<file path="config.mk">
export PLATFORM = sky130hd
export DESIGN_NAME = smr_ram
export DESIGN_NICKNAME = d
export VERILOG_FILES = /design/src/rtl/smr_ram.sv
export SDC_FILE = /design/constraint.sdc
export NUM_CORES = 1
export LEC_CHECK = 0
export BUFFER_PORTS_ARGS = -buffer_cell sky130_fd_sc_hd__buf_4
export CAP_MARGIN = 20
export CORE_MARGIN = 2
export CORE_UTILIZATION = 40
export CTS_BUF_LIST = sky130_fd_sc_hd__clkbuf_4
export DETAILED_ROUTE_END_ITERATION = 6
export GPL_TIMING_DRIVEN = 0
export MAX_ROUTING_LAYER = met4
export PLACE_DENSITY = 0.57
export SETUP_SLACK_MARGIN = 0.3
export SLEW_MARGIN = 20
export SYNTH_ARGS = -nofsm -noshare
export SYNTH_HDL_FRONTEND = slang
export SYNTH_SLANG_ARGS = --single-unit
</file>
<file path="constraint.sdc">
create_clock -name clk -period 3.21 [get_ports clk]
set_clock_uncertainty 0.05 [all_clocks]
set_input_delay 0.321 -clock clk [delete_from_list [all_inputs] [get_ports clk]]
set_output_delay 0.321 -clock clk [all_outputs]
set_load 0.02 [all_outputs]
</file>
<file path="src/rtl/smr_ram.sv">
// Generic single write, single read RAM with registered read data.
module smr_ram #(
  parameter int WIDTH = 8,
  parameter int DEPTH = 16
) (
  input  logic                                       clk,
  input  logic                                       we,
  input  logic [((DEPTH > 1) ? $clog2(DEPTH) : 1)-1:0] waddr,
  input  logic [WIDTH-1:0]                           wdata,
  input  logic                                       re,
  input  logic [((DEPTH > 1) ? $clog2(DEPTH) : 1)-1:0] raddr,
  output logic [WIDTH-1:0]                           rdata
);
  logic [WIDTH-1:0] mem [DEPTH];

  always_ff @(posedge clk) begin
    if (we) begin
      mem[waddr] <= wdata;
    end
    if (re) begin
      rdata <= mem[raddr];
    end
  end
endmodule

</file>
==> run_results.csv <==
group,metric,value,unit
route,vias_per_cell,5.15,
clocking,clkTransAtPathRegs,0.11,ns
floorplan,rows,41,
global_routing,grt_pass1_wl,14800,microns
clocking,cts-htree-levels,4,
worst_setup_path,cp_data_required_time,3.43,ns
worst_setup_path,critPathKind,"register to register",
route,wirelength,9840,microns
floorplan,io_pins,27,
hold_path,worstHoldPathType,"input pin to register",
finish,area_growth,14.6,%
route,routed-via-count,2369,
yosys,syn_nets,248,
route,routedWlPerCell,21.4,microns
timing,fin_crit_sh,49.8,%
yosys,ys_seq_area_share,78.1,%
timing,finalCriticalPeriod,1.60,ns
yosys,synth_top_cell_area_share,78.1,%
floorplan,initial_core_util,41.3,%
worst_setup_path,end_kind,"register",
global_routing,grt-ovfl-total,0,
clocking,cts_made_buffers,17,
timing,tightest_slew,0.867,ns
timing,drv_slew,0,
flow_run,drv_cap,0,
global_routing,met2_usage,23.1,%
timing,fin_hold_ws,0.0781,ns
worst_setup_path,reg2reg_slack,1.61,ns
global_routing,grt-busiest-layer,"met2",
clocking,cts_tree,"yes",
timing,rsz0062_at_grt,"false",
yosys,yosys.area.top_type,"edfxtp_1",
yosys,synth-seq-cells,136,
place,io_buffers,25,
clocking,worstSkewPairLatency,0.51,ns
route,drcViolationCount,0,
power,total_power,3.48,mW
timing,hold_viol,0,
yosys,syn_area,5230,sq um
global_routing,grt.total_usage,15.5,%
route,drt_iter0_markers,142,
yosys,avgSynthCellArea,22.8,sq um
place,gp_congestion,0.735,
power,ir_drop,243,uV
worst_setup_path,startpoint_type,"register",
global_routing,grt_max_degree,17,
clocking,cts_buffer_depth,2,
floorplan,dieArea,14000,sq um
global_routing,antenna_found_initial,1,
floorplan,chipWidth,118,microns
route,dr.pass1.iters,5,
route,ant_nets,0,
global_routing,use_met1,20.5,%
place,dp_hpwl,6310,microns
timing,setup_tns,0,ns
timing,max_freq,625,MHz
yosys,syn_inst,229,
worst_setup_path,critPathMaxFanout,1,
clocking,clock-sinks,136,
power,pwr_density_cell,581,nW/um^2
clocking,cts-root-buf,"clkbuf_4",
finish,drive_gt1_share,30.0,%
yosys,synthTopCellsByArea,"edfxtp_1 78%, mux4_2 7.8%, mux4_1 7.0%, a22oi_1 2.3%, nor2_1 0.93%",
floorplan,core-area,12700,sq um
floorplan,die_height,118,microns
power,p_leak,1.96,nW
worst_setup_path,crit_arrival,1.82,ns
finish,nets,293,
global_routing,grt_pass1_vias,2463,
yosys,synth_cell_types,18,
clocking,cts-resized-gates,0,
timing,slew_headroom,42.0,%
status,status,"finished clean",
global_routing,grtUsageMet3,4.83,%
timing,setup_violations,0,
yosys,yosysWarnings,0,
-- layer usage --
| layer | vias to the layer above | part of all wire (%) |
|---|---|---|
| li1 | 1069 | - |
| met1 | 1223 | 43 |
| met2 | 68 | 50 |
| met3 | 9 | 5.9 |
| met4 | 0 | 1.2 |
| met5 | - | 0 |
-- per-stage QoR --
| stage | cells | instance area (sq um) | utilization (%) | setup slack (ns) |
|---|---|---|---|---|
| after floorplan | 229 | 5230 | - | 1.35 |
| after global placement | 426 | 5630 | 44.4 | 0.715 |
| after detailed placement | 426 | 5650 | 44.6 | 1.13 |
| after CTS | 458 | 5980 | 47.2 | 1.57 |
| after global routing | 460 | 5990 | 47.3 | 1.54 |
| final | 460 | 5990 | 47.3 | 1.61 |
-- synthesized netlist by cell type --
cell type	n
a22oi_1	16
and2_1	1
and2b_1	1
buf_2	3
buf_4	1
buf_6	3
clkdlybuf4s25_2	3
edfxtp_1	136
mux4_1	14
mux4_2	18
nand2_1	9
nand2b_1	2
nand3_1	1
nand3b_1	2
nor2_1	13
nor2b_1	1
nor3_1	4
or3b_2	1
-- layout make-up --
cell class	instances	area [sq um]
Antenna cell	1	2.50
Buffer	10	86.3
Clock buffer	20	150
Clock inverter	12	180
Fill cell	1066	6680
Multi-Input combinational cell	83	1080
Sequential cell	136	4080
Tap cell	172	215
Timing Repair Buffer	26	198
-- cells by family after synthesis --
group / count (synthesis) / share of synthesized area, %
AO/OA/AOI/OAI: 16 / 2.30
buffers and inverters: 10 / 1.65
flip-flops: 136 / 78.1
multiplexers: 32 / 14.8
AND/OR/NAND/NOR: 35 / 3.14
-- flip-flops by register name (all words and copies together), names as in the netlist --
| register | flops |
|---|---|
| rdata | 8 |
| mem | 128 |
-- power by group --
| part | leakage, nW | switching [mW] | internal [mW] | total [mW] |
|---|---|---|---|---|
| sequential | 1.24 | 0.00848 | 2.00 | 2.01 |
| combinational | 0.548 | 0.120 | 0.0891 | 0.209 |
| clock | 0.181 | 0.557 | 0.709 | 1.27 |
-- path summary, 6_finish.rpt --
kind              cells past startpoint    endpoint       start
hold / removal                        1  mem[10][5]    wdata[5]
setup reg to reg                      3    rdata[0]   mem[6][0]
setup / recovery                      3    rdata[0]   mem[6][0]
hold reg to reg                       3    rdata[1]  mem[11][1]
-- worst max-delay path, cell delays in order (launching register included) --
cell      delay [ns]
edfxtp_1        0.38
mux4_1          0.55
a22oi_1         0.29
nand2_1         0.09
-- cell usage in the layout (no fill, tap or decap), types with 3 or more instances in the layout --
cell / instances
a22oi_1: 16
buf_2: 3
buf_4: 26
buf_6: 3
bufinv_16: 5
clkbuf_4: 20
clkdlybuf4s25_2: 3
clkinv_1: 4
clkinv_2: 3
edfxtp_1: 136
mux4_1: 14
mux4_2: 18
nand2_1: 9
nor2_1: 13
nor3_2: 4
-- what timing repair did --
action                                 in CTS  in global routing
setup endpoints to repair                   0                  0
endpoints found under the hold margin       0                  8
hold buffers                                0                  1
setup buffers                               0                  0
Note: power is estimated with default switching activity, not from simulation.
