File: config.mk
export PLATFORM = sky130hd
export DESIGN_NAME = smr_walker_flat
export DESIGN_NICKNAME = d
export VERILOG_FILES = /design/src/rtl/smr_pkg.sv /design/src/rtl/smr_in_if.sv /design/src/rtl/smr_out_if.sv /design/src/rtl/smr_walker.sv /design/src/flat_wrapper.sv
export SDC_FILE = /design/constraint.sdc
export NUM_CORES = 2
export LEC_CHECK = 0
export BUFFER_PORTS_ARGS = -buffer_cell sky130_fd_sc_hd__buf_2
export CORE_MARGIN = 4
export CORE_UTILIZATION = 35
export CTS_BUF_LIST = sky130_fd_sc_hd__clkbuf_4 sky130_fd_sc_hd__clkbuf_8
export DETAILED_ROUTE_END_ITERATION = 10
export GPL_TIMING_DRIVEN = 1
export SYNTH_ARGS = -nofsm -noshare
export SYNTH_HDL_FRONTEND = slang
export SYNTH_SLANG_ARGS = --single-unit
File: constraint.sdc
create_clock -name clk -period 11.51 [get_ports clk]
set_input_delay 0.5755 -clock clk [delete_from_list [all_inputs] [get_ports clk]]
set_output_delay 0.5755 -clock clk [all_outputs]
set_load 0.005 [all_outputs]
File: src/rtl/smr_pkg.sv
// Package: shared constants, codes and types of the segment plan read mapper.
package smr_pkg;

  localparam int MAX_SEGMENTS = 64;
  localparam int OFFSET_BITS  = 48;

  localparam int FIELD_W     = 48;
  localparam int BYTES_W     = 32;
  localparam int SIZE_W      = 48;
  localparam int COUNT_W     = 7;
  localparam int INDEX_W     = 6;
  localparam int FUNC_W      = 2;
  localparam int KIND_W      = 2;
  localparam int CFG_INDEX_W = 1;
  localparam int CFG_DATA_W  = 48;

  localparam int ADDR_W = (MAX_SEGMENTS > 1) ? $clog2(MAX_SEGMENTS) : 1;
  localparam int IDX_W  = $clog2(MAX_SEGMENTS + 1);

  localparam logic [FUNC_W-1:0] FUNC_LOAD        = 2'd0;
  localparam logic [FUNC_W-1:0] FUNC_READ        = 2'd1;
  localparam logic [FUNC_W-1:0] FUNC_READ_CURSOR = 2'd2;

  localparam logic [KIND_W-1:0] KIND_ZERO  = 2'd0;
  localparam logic [KIND_W-1:0] KIND_SRC   = 2'd1;
  localparam logic [KIND_W-1:0] KIND_EMPTY = 2'd2;

  localparam logic [CFG_INDEX_W-1:0] REG_DEST_SIZE     = 1'd0;
  localparam logic [CFG_INDEX_W-1:0] REG_SEGMENT_COUNT = 1'd1;

  typedef logic [OFFSET_BITS-1:0] off_t;

  typedef struct packed {
    logic pad;
    off_t src;
    off_t len;
    off_t dst;
  } entry_t;

  localparam int ENTRY_W = $bits(entry_t);

  typedef struct packed {
    logic [SIZE_W-1:0]  dest_size;
    logic [COUNT_W-1:0] segment_count;
  } cfg_t;

  typedef struct packed {
    logic              we;
    logic [ADDR_W-1:0] waddr;
    entry_t            wdata;
    logic              re;
    logic [ADDR_W-1:0] raddr;
  } mem_req_t;

  typedef struct packed {
    logic [KIND_W-1:0]  kind;
    logic [FIELD_W-1:0] src_address;
    logic [BYTES_W-1:0] out_position;
    logic [BYTES_W-1:0] piece_bytes;
    logic [BYTES_W-1:0] total_bytes;
    logic               last;
  } piece_t;

  localparam piece_t EMPTY_PIECE = '{
    kind: KIND_EMPTY, src_address: '0, out_position: '0,
    piece_bytes: '0, total_bytes: '0, last: 1'b1
  };

  typedef enum logic [3:0] {
    ST_IDLE,
    ST_CLIP1,
    ST_CLIP2,
    ST_FETCH,
    ST_LOCAL,
    ST_AVAIL,
    ST_TAKE,
    ST_PUSH,
    ST_FLUSH
  } walk_state_t;

endpackage

File: src/rtl/smr_in_if.sv
// Interface: request channel carrying table loads and read requests.
interface smr_in_if;
  import smr_pkg::*;

  logic               valid;
  logic               ready;
  logic [FUNC_W-1:0]  func;
  logic [INDEX_W-1:0] entry_index;
  logic [FIELD_W-1:0] entry_dst_offset;
  logic [FIELD_W-1:0] entry_length;
  logic [FIELD_W-1:0] entry_src_offset;
  logic               entry_is_pad;
  logic [FIELD_W-1:0] req_offset;
  logic [BYTES_W-1:0] req_bytes;

  modport source (
    output valid, func, entry_index, entry_dst_offset, entry_length,
           entry_src_offset, entry_is_pad, req_offset, req_bytes,
    input  ready
  );

  modport sink (
    input  valid, func, entry_index, entry_dst_offset, entry_length,
           entry_src_offset, entry_is_pad, req_offset, req_bytes,
    output ready
  );
endinterface

File: src/rtl/smr_out_if.sv
// Interface: piece channel carrying the mapped read pieces.
interface smr_out_if;
  import smr_pkg::*;

  logic               valid;
  logic               ready;
  logic [KIND_W-1:0]  piece_kind;
  logic [FIELD_W-1:0] src_address;
  logic [BYTES_W-1:0] out_position;
  logic [BYTES_W-1:0] piece_bytes;
  logic [BYTES_W-1:0] total_bytes;
  logic               last;

  modport source (
    output valid, piece_kind, src_address, out_position, piece_bytes,
           total_bytes, last,
    input  ready
  );

  modport sink (
    input  valid, piece_kind, src_address, out_position, piece_bytes,
           total_bytes, last,
    output ready
  );
endinterface

File: src/rtl/smr_walker.sv
// Segment walker: decodes requests, walks the table memory and emits pieces.
module smr_walker (
  input  logic              clk,
  input  logic              rst,
  input  smr_pkg::cfg_t     cfg,
  smr_in_if.sink            request,
  smr_out_if.source         piece,
  output smr_pkg::mem_req_t mem_req,
  input  smr_pkg::entry_t   mem_rdata,
  output logic              busy
);
  import smr_pkg::*;

  walk_state_t state, state_next;

  off_t               offset;
  off_t               tsize;
  off_t               diff;
  off_t               local_off;
  off_t               avail;
  off_t               src_addr;
  off_t               ent_len;
  off_t               ent_src;
  off_t               cursor;
  logic               ent_pad;
  logic               cursor_mode;
  logic               empty_req;
  logic               rem_le;
  logic               avail_le;
  logic [BYTES_W-1:0] req_max;
  logic [BYTES_W-1:0] remaining;
  logic [BYTES_W-1:0] done;
  logic [BYTES_W-1:0] take;
  logic [IDX_W-1:0]   idx;
  logic [IDX_W-1:0]   idx_inc;
  logic [IDX_W-1:0]   count;
  logic               is_read;
  logic               slot_ok;
  logic               out_free;
  logic               push_go;
  logic               out_valid;
  logic               pend_valid;
  piece_t             out_piece;
  piece_t             pend;
  piece_t             cand;

  assign tsize   = off_t'(cfg.dest_size);
  assign count   = (int'(cfg.segment_count) > MAX_SEGMENTS) ? IDX_W'(MAX_SEGMENTS)
                                                            : IDX_W'(cfg.segment_count);
  assign idx_inc = IDX_W'(idx + 1'b1);
  assign is_read = (request.func == FUNC_READ) || (request.func == FUNC_READ_CURSOR);
  assign slot_ok = int'(request.entry_index) < MAX_SEGMENTS;

  always_comb begin
    cand.kind         = ent_pad ? KIND_ZERO : KIND_SRC;
    cand.src_address  = ent_pad ? '0 : FIELD_W'(src_addr);
    cand.out_position = done;
    cand.piece_bytes  = take;
    cand.total_bytes  = BYTES_W'(done + take);
    cand.last         = 1'b0;
  end

  always_comb begin
    state_next = state;
    unique case (state)
      ST_IDLE: begin
        if (request.valid && is_read) begin
          state_next = ST_CLIP1;
        end
      end
      ST_CLIP1: state_next = ST_CLIP2;
      ST_CLIP2: begin
        if (empty_req || count == '0) begin
          state_next = ST_FLUSH;
        end else begin
          state_next = ST_FETCH;
        end
      end
      ST_FETCH: state_next = ST_LOCAL;
      ST_LOCAL: begin
        if (offset < mem_rdata.dst) begin
          state_next = ST_FLUSH;
        end else begin
          state_next = ST_AVAIL;
        end
      end
      ST_AVAIL: begin
        if (local_off < ent_len) begin
          state_next = ST_TAKE;
        end else if (idx_inc >= count) begin
          state_next = ST_FLUSH;
        end else begin
          state_next = ST_FETCH;
        end
      end
      ST_TAKE: state_next = ST_PUSH;
      ST_PUSH: begin
        if (push_go) begin
          if (rem_le || idx_inc >= count) begin
            state_next = ST_FLUSH;
          end else begin
            state_next = ST_FETCH;
          end
        end
      end
      ST_FLUSH: begin
        if (out_free) begin
          state_next = ST_IDLE;
        end
      end
      default: state_next = ST_IDLE;
    endcase
  end

  always_comb begin
    request.ready = (state == ST_IDLE);
    busy          = (state != ST_IDLE);
    out_free      = !out_valid || piece.ready;
    push_go       = (state == ST_PUSH) && (!pend_valid || out_free);
    mem_req.we    = (state == ST_IDLE) && request.valid &&
                    (request.func == FUNC_LOAD) && slot_ok;
    mem_req.waddr = ADDR_W'(request.entry_index);
    mem_req.wdata.pad = request.entry_is_pad;
    mem_req.wdata.src = off_t'(request.entry_src_offset);
    mem_req.wdata.len = off_t'(request.entry_length);
    mem_req.wdata.dst = off_t'(request.entry_dst_offset);
    mem_req.re    = (state == ST_FETCH);
    mem_req.raddr = idx[ADDR_W-1:0];
  end

  always_ff @(posedge clk) begin
    if (rst) begin
      state      <= ST_IDLE;
      out_valid  <= 1'b0;
      pend_valid <= 1'b0;
      cursor     <= '0;
    end else begin
      state <= state_next;
      if ((push_go && pend_valid) || (state == ST_FLUSH && out_free)) begin
        out_valid <= 1'b1;
      end else if (piece.ready) begin
        out_valid <= 1'b0;
      end
      if (push_go) begin
        pend_valid <= 1'b1;
      end
      if (state == ST_FLUSH && out_free) begin
        pend_valid <= 1'b0;
        if (cursor_mode) begin
          cursor <= off_t'(cursor + off_t'(done));
        end
      end
    end
  end

  always_ff @(posedge clk) begin
    unique case (state)
      ST_IDLE: begin
        cursor_mode <= (request.func == FUNC_READ_CURSOR);
        offset      <= (request.func == FUNC_READ_CURSOR) ? cursor
                                                          : off_t'(request.req_offset);
        req_max     <= request.req_bytes;
      end
      ST_CLIP1: begin
        diff      <= off_t'(tsize - offset);
        empty_req <= (offset >= tsize) || (req_max == '0);
      end
      ST_CLIP2: begin
        remaining <= (diff < off_t'(req_max)) ? diff[BYTES_W-1:0] : req_max;
        done      <= '0;
        idx       <= '0;
      end
      ST_LOCAL: begin
        local_off <= off_t'(offset - mem_rdata.dst);
        ent_len   <= mem_rdata.len;
        ent_src   <= mem_rdata.src;
        ent_pad   <= mem_rdata.pad;
      end
      ST_AVAIL: begin
        avail    <= off_t'(ent_len - local_off);
        src_addr <= off_t'(ent_src + local_off);
        if (local_off >= ent_len) begin
          idx <= idx_inc;
        end
      end
      ST_TAKE: begin
        rem_le   <= off_t'(remaining) <= avail;
        avail_le <= avail <= off_t'(remaining);
        take     <= (off_t'(remaining) <= avail) ? remaining : avail[BYTES_W-1:0];
      end
      ST_PUSH: begin
        if (push_go) begin
          if (pend_valid) begin
            out_piece <= pend;
          end
          pend      <= cand;
          offset    <= off_t'(offset + off_t'(take));
          remaining <= BYTES_W'(remaining - take);
          done      <= BYTES_W'(done + take);
          if (avail_le) begin
            idx <= idx_inc;
          end
        end
      end
      ST_FLUSH: begin
        if (out_free) begin
          if (pend_valid) begin
            out_piece <= '{
              kind: pend.kind, src_address: pend.src_address,
              out_position: pend.out_position, piece_bytes: pend.piece_bytes,
              total_bytes: pend.total_bytes, last: 1'b1
            };
          end else begin
            out_piece <= EMPTY_PIECE;
          end
        end
      end
      default: begin
      end
    endcase
  end

  assign piece.valid        = out_valid;
  assign piece.piece_kind   = out_piece.kind;
  assign piece.src_address  = out_piece.src_address;
  assign piece.out_position = out_piece.out_position;
  assign piece.piece_bytes  = out_piece.piece_bytes;
  assign piece.total_bytes  = out_piece.total_bytes;
  assign piece.last         = out_piece.last;
endmodule

File: src/flat_wrapper.sv
// flat-port wrapper written by rule: the top's interface ports become plain ports
module smr_walker_flat import smr_pkg::*;
  (clk, rst, cfg, mem_req, mem_rdata, busy, request_valid, request_func, request_entry_index, request_entry_dst_offset, request_entry_length, request_entry_src_offset, request_entry_is_pad, request_req_offset, request_req_bytes, request_ready, piece_valid, piece_piece_kind, piece_src_address, piece_out_position, piece_piece_bytes, piece_total_bytes, piece_last, piece_ready);
  smr_in_if request_i ();
  smr_out_if piece_i ();
  input  logic clk;
  input  logic rst;
  input  smr_pkg::cfg_t cfg;
  output smr_pkg::mem_req_t mem_req;
  input  smr_pkg::entry_t mem_rdata;
  output logic busy;
  input wire logic [$bits(request_i.valid)-1:0] request_valid;
  input wire logic [$bits(request_i.func)-1:0] request_func;
  input wire logic [$bits(request_i.entry_index)-1:0] request_entry_index;
  input wire logic [$bits(request_i.entry_dst_offset)-1:0] request_entry_dst_offset;
  input wire logic [$bits(request_i.entry_length)-1:0] request_entry_length;
  input wire logic [$bits(request_i.entry_src_offset)-1:0] request_entry_src_offset;
  input wire logic [$bits(request_i.entry_is_pad)-1:0] request_entry_is_pad;
  input wire logic [$bits(request_i.req_offset)-1:0] request_req_offset;
  input wire logic [$bits(request_i.req_bytes)-1:0] request_req_bytes;
  output wire logic [$bits(request_i.ready)-1:0] request_ready;
  output wire logic [$bits(piece_i.valid)-1:0] piece_valid;
  output wire logic [$bits(piece_i.piece_kind)-1:0] piece_piece_kind;
  output wire logic [$bits(piece_i.src_address)-1:0] piece_src_address;
  output wire logic [$bits(piece_i.out_position)-1:0] piece_out_position;
  output wire logic [$bits(piece_i.piece_bytes)-1:0] piece_piece_bytes;
  output wire logic [$bits(piece_i.total_bytes)-1:0] piece_total_bytes;
  output wire logic [$bits(piece_i.last)-1:0] piece_last;
  input wire logic [$bits(piece_i.ready)-1:0] piece_ready;
  assign request_i.valid = request_valid;
  assign request_i.func = request_func;
  assign request_i.entry_index = request_entry_index;
  assign request_i.entry_dst_offset = request_entry_dst_offset;
  assign request_i.entry_length = request_entry_length;
  assign request_i.entry_src_offset = request_entry_src_offset;
  assign request_i.entry_is_pad = request_entry_is_pad;
  assign request_i.req_offset = request_req_offset;
  assign request_i.req_bytes = request_req_bytes;
  assign request_ready = request_i.ready;
  assign piece_valid = piece_i.valid;
  assign piece_piece_kind = piece_i.piece_kind;
  assign piece_src_address = piece_i.src_address;
  assign piece_out_position = piece_i.out_position;
  assign piece_piece_bytes = piece_i.piece_bytes;
  assign piece_total_bytes = piece_i.total_bytes;
  assign piece_last = piece_i.last;
  assign piece_i.ready = piece_ready;
  smr_walker u_core (.clk(clk), .rst(rst), .cfg(cfg), .request(request_i), .piece(piece_i), .mem_req(mem_req), .mem_rdata(mem_rdata), .busy(busy));
endmodule
==> reports/metrics.cfg <==
[status]
status=complete, no violations

[setup_path]
crit_slowest_cell=edfxtp_1
max_stage_delay_ps=610
cp.arrival_ps=5060
worstSetupPathType=flip-flop to flip-flop
r2r_start=u_core.take[0]
path_cells=ha_1, inv_1, fa_1, nor2b_1, o31a_1, o221ai_1, a211o_1, a31o_2, a211oi_1, o21ai_0, a211oi_1, xnor2_1, a21oi_1
cp-start-kind=flip-flop
crit_path_end_kind=flip-flop
critPathRequiredTime_ps=12080
worstRegToRegCells=13
crit_fanout=6
cp_common_cell=a211oi_1
r2r_slack_ps=7020
rr_endpoint=u_core.offset[36]
cp-startpoint=u_core.take[0]

[synthesis]
avgSynthCellArea_um2=10.7
synth_area_leader_cell=edfxtp_1
syn_area_um2=49500
synth_cells=4630
synth_top_area_share_pct=46.6
ys.warnings.count=0
synthDistinctLibCells=84
synth_nets=5465
yosysMostFrequentCell=edfxtp_1
synthTopCellsByCount=edfxtp_1, ha_1, a21oi_1
ys_seq_elements=822
async_flop_share_pct=0
synth-edff-count=768
synthTopCellsByArea=edfxtp_1, ha_1, a21oi_1, xnor2_1, nor2b_1
synthFlopType=edfxtp_1
seq_area_frac_synth_pct=48.8

[drt]
via_per_inst=5.25
first_pass_iters=5
drc=0
vias=37300
drtIter0Drc=2794
wirelength_um=173000
antenna_left=0
wire_per_inst_um=24.3

[timing]
final_max_slew_viol_count=0
fmax_mhz=223
fin_skew_ps=48.4
fin_ws_ps=7020
timing.final.crit_share_pct=39.0
setup_viol_count_final=0
tns_ps=0
hold_violations=0
min_period_ps=4490
relSlewSlack_pct=18.0
rsz0062_at_grt=false
tightest_slew_ps=1230

[placement]
place.gp.congestion=0.938
placedCellCount=6684
place_hpwl_um=137000
dpl_worst_slack_ps=6980
placement.io_buffers=443

[clocking]
cts_tree=yes
htree_num_levels=4
clk_pin_slew_ps=60
cts_sinks=822
postCtsResizedCells=0
ctsRootBufferMaster=clkbuf_8
insertion_delay_ps=870
clock_path_buffers=3
cts_buffers=155

[floorplan]
start_util_pct=35.3
fp.dieH_um=384
die-width_um=384
num_rows=137
io_pins=746
core_area_um2=140000
die_area_um2=148000

[finish]
syn2layout_area_growth_pct=15.4
fillerInstances=13600
final_nets=5929
drive_above_1_share_pct=15.6
fin_cells=7105

[hold_path]
hold_path.class=input pin to flip-flop
min_path_cells=3
worstHoldEndpoint=u_core.local_off[0]
hold_start=mem_rdata[0]

[grt]
met1_usage_pct=28.6
top_usage_layer=met2
track_usage_pct=22.6
grt_pass1_vias=36200
antenna_found_initial=15
grt_first_pass_wirelength_um=244000
grt_max_degree=147
grt_overflow=0
use_met3_pct=4.47
grtUsageMet2_pct=37.5

[pwr]
power.density_cell_area_nw_per_um2=138
p_leak_nw=23.3
peakVddDrop_mv=0.0913

[job]
maxCapViolCount=0

==> sequential cells by signal, summed over array words and instances, names as in the netlist, 7 cells and up <==
name / flops
u_core.pend: 145
u_core.avail: 48
u_core.cursor: 48
u_core.diff: 48
u_core.ent_len: 48
u_core.ent_src: 48
u_core.local_off: 48
u_core.offset: 48
u_core.piece.src_address: 48
u_core.src_addr: 48
u_core.done: 32
u_core.piece.out_position: 32
u_core.piece.piece_bytes: 32
u_core.piece.total_bytes: 32
u_core.remaining: 32
u_core.req_max: 32
u_core.take: 32
u_core.idx: 7
==> power by group <==
part / switching [W] / internal [W]
registers: 0.000138 / 0.00341
logic: 0.000808 / 0.000531
clock network: 0.00134 / 0.00164
==> logic make-up (layout without fill, tap and decap cells) <==
group / Yosys count / after routing / share of synthesized area (%)
multiplexers: 97 / 97 / 2.07
other: 0 / 11 / 0
buffers and inverters: 629 / 1217 / 6.01
AO/OA/AOI/OAI: 1177 / 1177 / 15.1
AND/OR/NAND/NOR: 1204 / 1204 / 12.5
XOR/XNOR: 303 / 303 / 5.36
adder cells (fa/ha/maj): 398 / 398 / 10.2
flip-flops: 822 / 822 / 48.8
==> timing repair <==
| item | CTS | global route |
|---|---|---|
| buffers inserted | 0 | 0 |
| hold buffers | 129 | 0 |
| hold endpoints to repair | 129 | 0 |
==> worst max-delay path, delay by kind of cell (launching register included) <==
family	cells	cell delay (ps)
xor+xnor	1	150
compound gates	8	2540
buf+inv	1	60
flops	1	610
simple gates	1	190
fa+ha+maj	2	650
==> routing by layer <==
layer / vias to the layer above / part of all wire [%]
met4: 4 / 4.6
met1: 18000 / 42
met5: - / 0.012
met3: 322 / 6.3
met2: 1274 / 47
li1: 17700 / -
==> through the flow <==
step | utilization [%] | area [um2] | hold WS (ps) | total power (W)
detailed placement | 37.6 | 52600 | 463 | 0.00489
floorplan | - | 49500 | 445 | 0.00445
global route | 40.8 | 57100 | 91.1 | 0.00823
global placement | 37.6 | 52600 | 460 | 0.00489
finish | 40.8 | 57100 | 154 | 0.00787
CTS | 40.8 | 57100 | 48.7 | 0.00795
==> cell usage in the layout (no fill, tap or decap), types with 163 or more instances in the layout <==
cell type | Yosys | layout
xnor2_1 | 193 | 193
inv_1 | 338 | 337
edfxtp_1 | 768 | 768
nand2_1 | 289 | 287
buf_2 | 6 | 443
a21oi_1 | 374 | 374
nor2_1 | 199 | 194
nor2b_1 | 258 | 258
clkbuf_8 | 0 | 163
o21ai_0 | 236 | 236
a21o_1 | 189 | 189
ha_1 | 390 | 389
==> worst max path at each step <==
stage                                          endpoint  slack [ps]  cells past startpoint
after floorplan                         u_core.state[2]          60                      6
after global placement                 u_core.pend[112]        6960                      7
after detailed placement               u_core.pend[114]        6980                      7
after CTS                 u_core.piece.out_position[14]        6950                      7
after global routing      u_core.piece.out_position[14]        6670                      7
final                                 u_core.offset[36]        7020                     13
==> final cells by class <==
| class | instances | area (um2) | area share (%) |
|---|---|---|---|
| clock inverter | 68 | 551 | 0.964 |
| multi-input combinational | 3179 | 22400 | 39.3 |
| tap | 1876 | 2350 | 4.11 |
| antenna | 11 | 27.5 | 0.0482 |
| timing repair buffer | 598 | 3720 | 6.51 |
| clock buffer | 213 | 2620 | 4.58 |
| inverter | 338 | 1270 | 2.23 |
| sequential | 822 | 24100 | 42.3 |
Note: power is estimated with default switching activity, not from simulation.
